**config.mk**
```make
export PLATFORM = sky130hd
export DESIGN_NAME = oef_div
export DESIGN_NICKNAME = d
export VERILOG_FILES = /design/src/design/oef_pkg.sv /design/src/design/oef_div.sv
export SDC_FILE = /design/constraint.sdc
export NUM_CORES = 1
export LEC_CHECK = 0
export ABC_AREA = 0
export BUFFER_PORTS_ARGS = -buffer_cell sky130_fd_sc_hd__buf_2
export CAP_MARGIN = 20
export CORE_MARGIN = 2
export CORE_UTILIZATION = 40
export CTS_BUF_LIST = sky130_fd_sc_hd__clkbuf_4 sky130_fd_sc_hd__clkbuf_8
export CTS_CLUSTER_SIZE = 14
export DETAILED_ROUTE_END_ITERATION = 7
export MAX_ROUTING_LAYER = met4
export PLACE_DENSITY_LB_ADDON = 0.1
export SLEW_MARGIN = 20
export SYNTH_ARGS = -nofsm -noshare
export SYNTH_HDL_FRONTEND = slang
export SYNTH_SLANG_ARGS = --single-unit
```
**constraint.sdc**
```tcl
create_clock -name clk -period 4.6 [get_ports clk]
set_input_delay 0.46 -clock clk [delete_from_list [all_inputs] [get_ports clk]]
set_output_delay 0.46 -clock clk [all_outputs]
set_load 0.03 [all_outputs]
```
**src/design/oef_pkg.sv**
```systemverilog
// shared types and constants of the six-channel one euro filter
`default_nettype none
package oef_pkg;

  localparam int CHANNELS  = 6;
  localparam int CH_W      = $clog2(CHANNELS);
  localparam int SAMPLE_W  = 32;
  localparam int FRAC_BITS = 16;
  localparam int TIME_W    = 48;
  localparam int DT_W      = 20;
  localparam int CFG_W     = 32;
  localparam int IDX_W     = 2;
  localparam int PROD_W    = CFG_W + DT_W;
  localparam int DIV_W     = PROD_W + 2;
  localparam int QUOT_W    = 32;
  localparam int STEP_W    = 6;

  localparam logic [DIV_W-1:0] ALPHA_K   = DIV_W'(64'd10430378356);
  localparam logic [DT_W-1:0]  US_PER_S  = DT_W'(1000000);
  localparam logic [STEP_W-1:0] FRAC_STEPS = STEP_W'(FRAC_BITS);
  localparam logic [STEP_W-1:0] RATE_STEPS = STEP_W'(SAMPLE_W - 1);

  localparam logic [CFG_W-1:0] MIN_CUTOFF_RST   = 32'd131072;
  localparam logic [CFG_W-1:0] SPEED_COEF_RST   = 32'd16384;
  localparam logic [CFG_W-1:0] DERIV_CUTOFF_RST = 32'd65536;
  localparam logic [DT_W-1:0]  MAX_INTERVAL_RST = 20'd100000;

  localparam logic [IDX_W-1:0] REG_MIN_CUTOFF   = 2'd0;
  localparam logic [IDX_W-1:0] REG_SPEED_COEF   = 2'd1;
  localparam logic [IDX_W-1:0] REG_DERIV_CUTOFF = 2'd2;
  localparam logic [IDX_W-1:0] REG_MAX_INTERVAL = 2'd3;

  typedef struct packed {
    logic              start;
    logic [STEP_W-1:0] steps;
    logic [DIV_W-1:0]  rem;
    logic [QUOT_W-1:0] bits;
    logic [DIV_W-1:0]  den;
  } div_req_t;

  typedef struct packed {
    logic              done;
    logic [QUOT_W-1:0] quot;
  } div_rsp_t;

  typedef enum logic [3:0] {
    ST_IDLE, ST_START, ST_AD_MUL, ST_AD_DIV, ST_AD_WAIT,
    ST_R_MUL, ST_R_DIV, ST_R_WAIT, ST_R_BLEND,
    ST_C_MUL, ST_V_MUL, ST_V_DIV, ST_V_WAIT, ST_V_BLEND, ST_OUT
  } oef_state_t;

endpackage
`default_nettype wire

```
**src/design/oef_div.sv**
```systemverilog
// bit-serial restoring divider, one quotient bit per cycle
`default_nettype none
module oef_div (
  input  wire logic             clk,
  input  wire logic             rst,
  input  wire oef_pkg::div_req_t req,
  output oef_pkg::div_rsp_t     rsp
);

  logic                        busy;
  logic [oef_pkg::STEP_W-1:0]  cnt;
  logic [oef_pkg::DIV_W-1:0]   rem;
  logic [oef_pkg::DIV_W-1:0]   den;
  logic [oef_pkg::QUOT_W-1:0]  bits;
  logic [oef_pkg::QUOT_W-1:0]  quot;
  logic                        done;
  logic [oef_pkg::DIV_W-1:0]   trial;
  logic                        take;

  assign trial = {rem[oef_pkg::DIV_W-2:0], bits[oef_pkg::QUOT_W-1]};
  assign take  = trial >= den;

  always_ff @(posedge clk) begin
    if (rst) begin
      busy <= 1'b0;
      done <= 1'b0;
      cnt  <= '0;
    end else begin
      done <= 1'b0;
      if (req.start) begin
        busy <= 1'b1;
        cnt  <= req.steps;
      end else if (busy) begin
        cnt <= cnt - 1'b1;
        if (cnt == oef_pkg::STEP_W'(1)) begin
          busy <= 1'b0;
          done <= 1'b1;
        end
      end
    end
  end

  always_ff @(posedge clk) begin
    if (req.start) begin
      rem  <= req.rem;
      den  <= req.den;
      bits <= req.bits;
      quot <= '0;
    end else if (busy) begin
      rem  <= take ? trial - den : trial;
      quot <= {quot[oef_pkg::QUOT_W-2:0], take};
      bits <= {bits[oef_pkg::QUOT_W-2:0], 1'b0};
    end
  end

  assign rsp.done = done;
  assign rsp.quot = quot;

  a_start_busy: assert property (@(posedge clk) disable iff (rst)
    req.start |=> busy) else $error("divider not busy after start");
  a_done_idle: assert property (@(posedge clk) disable iff (rst)
    done |-> !busy) else $error("divider done while busy");
  a_rem_below: assert property (@(posedge clk) disable iff (rst)
    busy |-> rem < den) else $error("partial remainder not below divisor");
  a_no_restart: assert property (@(posedge clk) disable iff (rst)
    busy && cnt != oef_pkg::STEP_W'(1) |-> !req.start)
    else $error("divider restarted mid operation");

endmodule
`default_nettype wire

```
==> out/results.ini <==
[outcome]
outcome=completed

[floorplanning]
die_x_um=166
rows=59
die_h_um=166
io-pin-count=182
die-area_mm2=0.0277
start_util_pct=40.6
fp.coreArea_mm2=0.0260

[detailed_routing]
vias=8063
route.detailed.drc=0
wirelength_um=24900
ant_nets=0
drtPass1Iterations=7
drt_iter0_drc=472
routedWlPerCell_um=15.8
viasPerCell=5.13

[logic_synthesis]
ys_ff_latch=179
synthCells=1066
synthFlopType=edfxtp_1
yosysTopAreaCell=edfxtp_1
synthMostInstantiatedCell=edfxtp_1
synthTopCellsByCount=edfxtp_1 (139), nor2_1 (113), a21oi_1 (101)
synth.area.top_cells=edfxtp_1 (40%), dfxtp_1 (7.6%), ha_1 (6.6%)
ys_types=66
syn_nets=1272
synth_top_area_share_pct=39.6
syn_area_mm2=0.0105
ys_async_sr_fraction_pct=0
syn_area_per_cell_um2=9.89
synth_edf_count=139
seq_area_frac_synth_pct=47.2
yosys_warnings=0

[setup_path]
crit_fanout=33
startpoint_type=register
critPathCaptureType=register
required_ns=4.80
crit_type=register to register
cp.arrival_ns=3.97

[cells_and_area]
syn2layout_area_growth_pct=15.5
nets=1420
fin_util_pct=46.8
layout.cells.non_filler=1572
drive_gt1_share_pct=21.8

[grt]
busiest_layer=met2
grt_pass1_vias=7927
grt-ovfl-total=0
use_met2_pct=27.5
use_met1_pct=24.7
grt_pass1_wl_um=40400
met3_usage_pct=5.20
grt_usage_pct=18.4
grt_max_degree=145
grt_antenna_before_repair=10

[placement]
portBuffers=180
post-dp-hpwl_um=18000
dp_cells=1530
routabilityCongestion=0.835

[clock_tree]
clock_latency_ns=0.49
cts_tree=done
numCtsBuffers=17
holdBufCountCts=0
h-tree-depth=4
clk_pin_slew_ns=0.12
cts_resized=0
cts.sinks=179
cts_root_buf=clkbuf_8
post_cts_buffers=0
cts_buffer_depth=2

[flow_run]
maxCapViolCount=0

[timing]
min_period_ns=3.77
skew_ns=0.0248
tightest_slew_ns=0.907
fmax_mhz=266
fin_crit_sh_pct=81.9
fin_setup_tns_ns=0
relSlewSlack_pct=39.3
setup_viol_count_final=0
slew_violations=0
rsz0062_at_grt=no
finalHoldViolations=0

[pwr]
p_per_area_mw_per_mm2=436
leakagePower_uw=0.00531
ir_worst_vdd_v=0.000189

[worst_hold_path]
hp-class=input port to register

==> where the power goes <==
part | internal, uW | leakage [uW] | switching [uW]
registers | 1980 | 0.00172 | 85.7
logic | 809 | 0.00337 | 1160
clock network | 508 | 0.000232 | 763
total | 3290 | 0.00531 | 2010
==> worst paths after layout <==
kind         slack (ns)       end  startpoint  cells past startpoint
max reg2reg        0.83   rem[22]    bits[31]                     15
max                0.83   rem[22]    bits[31]                     15
min reg2reg        0.51  quot[31]    quot[31]                      2
min                0.15   den[38]     req[38]                      1
==> per-layer routing <==
metal | up-vias | part of all wire, %
li1 | 4150 | -
met1 | 3713 | 48
met2 | 178 | 44
met3 | 22 | 6.0
met4 | 0 | 1.4
met5 | - | 0
==> flip-flops by register name, summed over array words and instances, names as in the netlist <==
register and flops:
rem 53, done 1, bits 32, busy 1, cnt 6, den 54, quot 32
==> cell usage in the layout (no fill, tap or decap), types with 5 or more instances in the layout <==
master / instances
a211oi_1: 12
a21o_1: 36
a21oi_1: 101
and3_1: 7
buf_2: 179
buf_4: 6
clkbuf_8: 18
dfxtp_1: 39
diode_2: 10
edfxtp_1: 139
ha_1: 56
inv_1: 75
inv_12: 8
inv_8: 5
mux2_2: 33
mux2i_1: 45
nand2_1: 84
nand2b_1: 7
nand3_1: 9
nand4_1: 19
nor2_1: 113
nor3_1: 14
o21a_1: 6
o21ai_0: 72
o21ai_1: 5
o21bai_1: 9
xnor2_1: 26
xor2_1: 24
==> per-stage QoR <==
stage / power [uW] / setup slack (ns) / cell area [um^2] / hold WS (ns)
final: 5300 / 0.835 / 12200 / 0.149
after global routing: 5670 / 0.505 / 12200 / 0.116
after CTS: 5360 / 0.758 / 12100 / 0.113
after detailed placement: 4070 / 0.782 / 11700 / 0.488
after global placement: 4050 / 0.858 / 11700 / 0.470
after floorplan: 3610 / 1.45 / 10500 / 0.525
==> cell families after synthesis <==
family / count (synthesis) / synth area share, %
simple gates: 284 / 12.2
fa+ha+maj: 57 / 6.84
xor+xnor: 50 / 4.16
compound gates: 284 / 16.6
buf+inv: 134 / 5.18
mux: 78 / 7.80
flops: 179 / 47.2
==> worst max-delay path, cell delays in order (launching register included) <==
cell and delay, ns:
edfxtp_1 0.40, inv_1 0.07, ha_1 0.16, inv_1 0.06, fa_1 0.42, a211oi_1 0.30, o21ai_0 0.19, a311oi_1 0.48
nand3_1 0.18, nand3_1 0.12, nand3_2 0.13, a21oi_4 0.23, buf_4 0.36, nor2_1 0.09, a211oi_1 0.23, a21oi_1 0.06
==> area by class of cell <==
class                   count  area, um^2
diodes                     10        25.0
multi-input cells         753        5020
clock buffers              17         234
inverters                  76         285
flip-flops and latches    179        4980
repair buffers            187         975
well taps                 335         419
clock inverters            15         233
fillers                  2562       13800
Power figures use the tool's default switching activity.
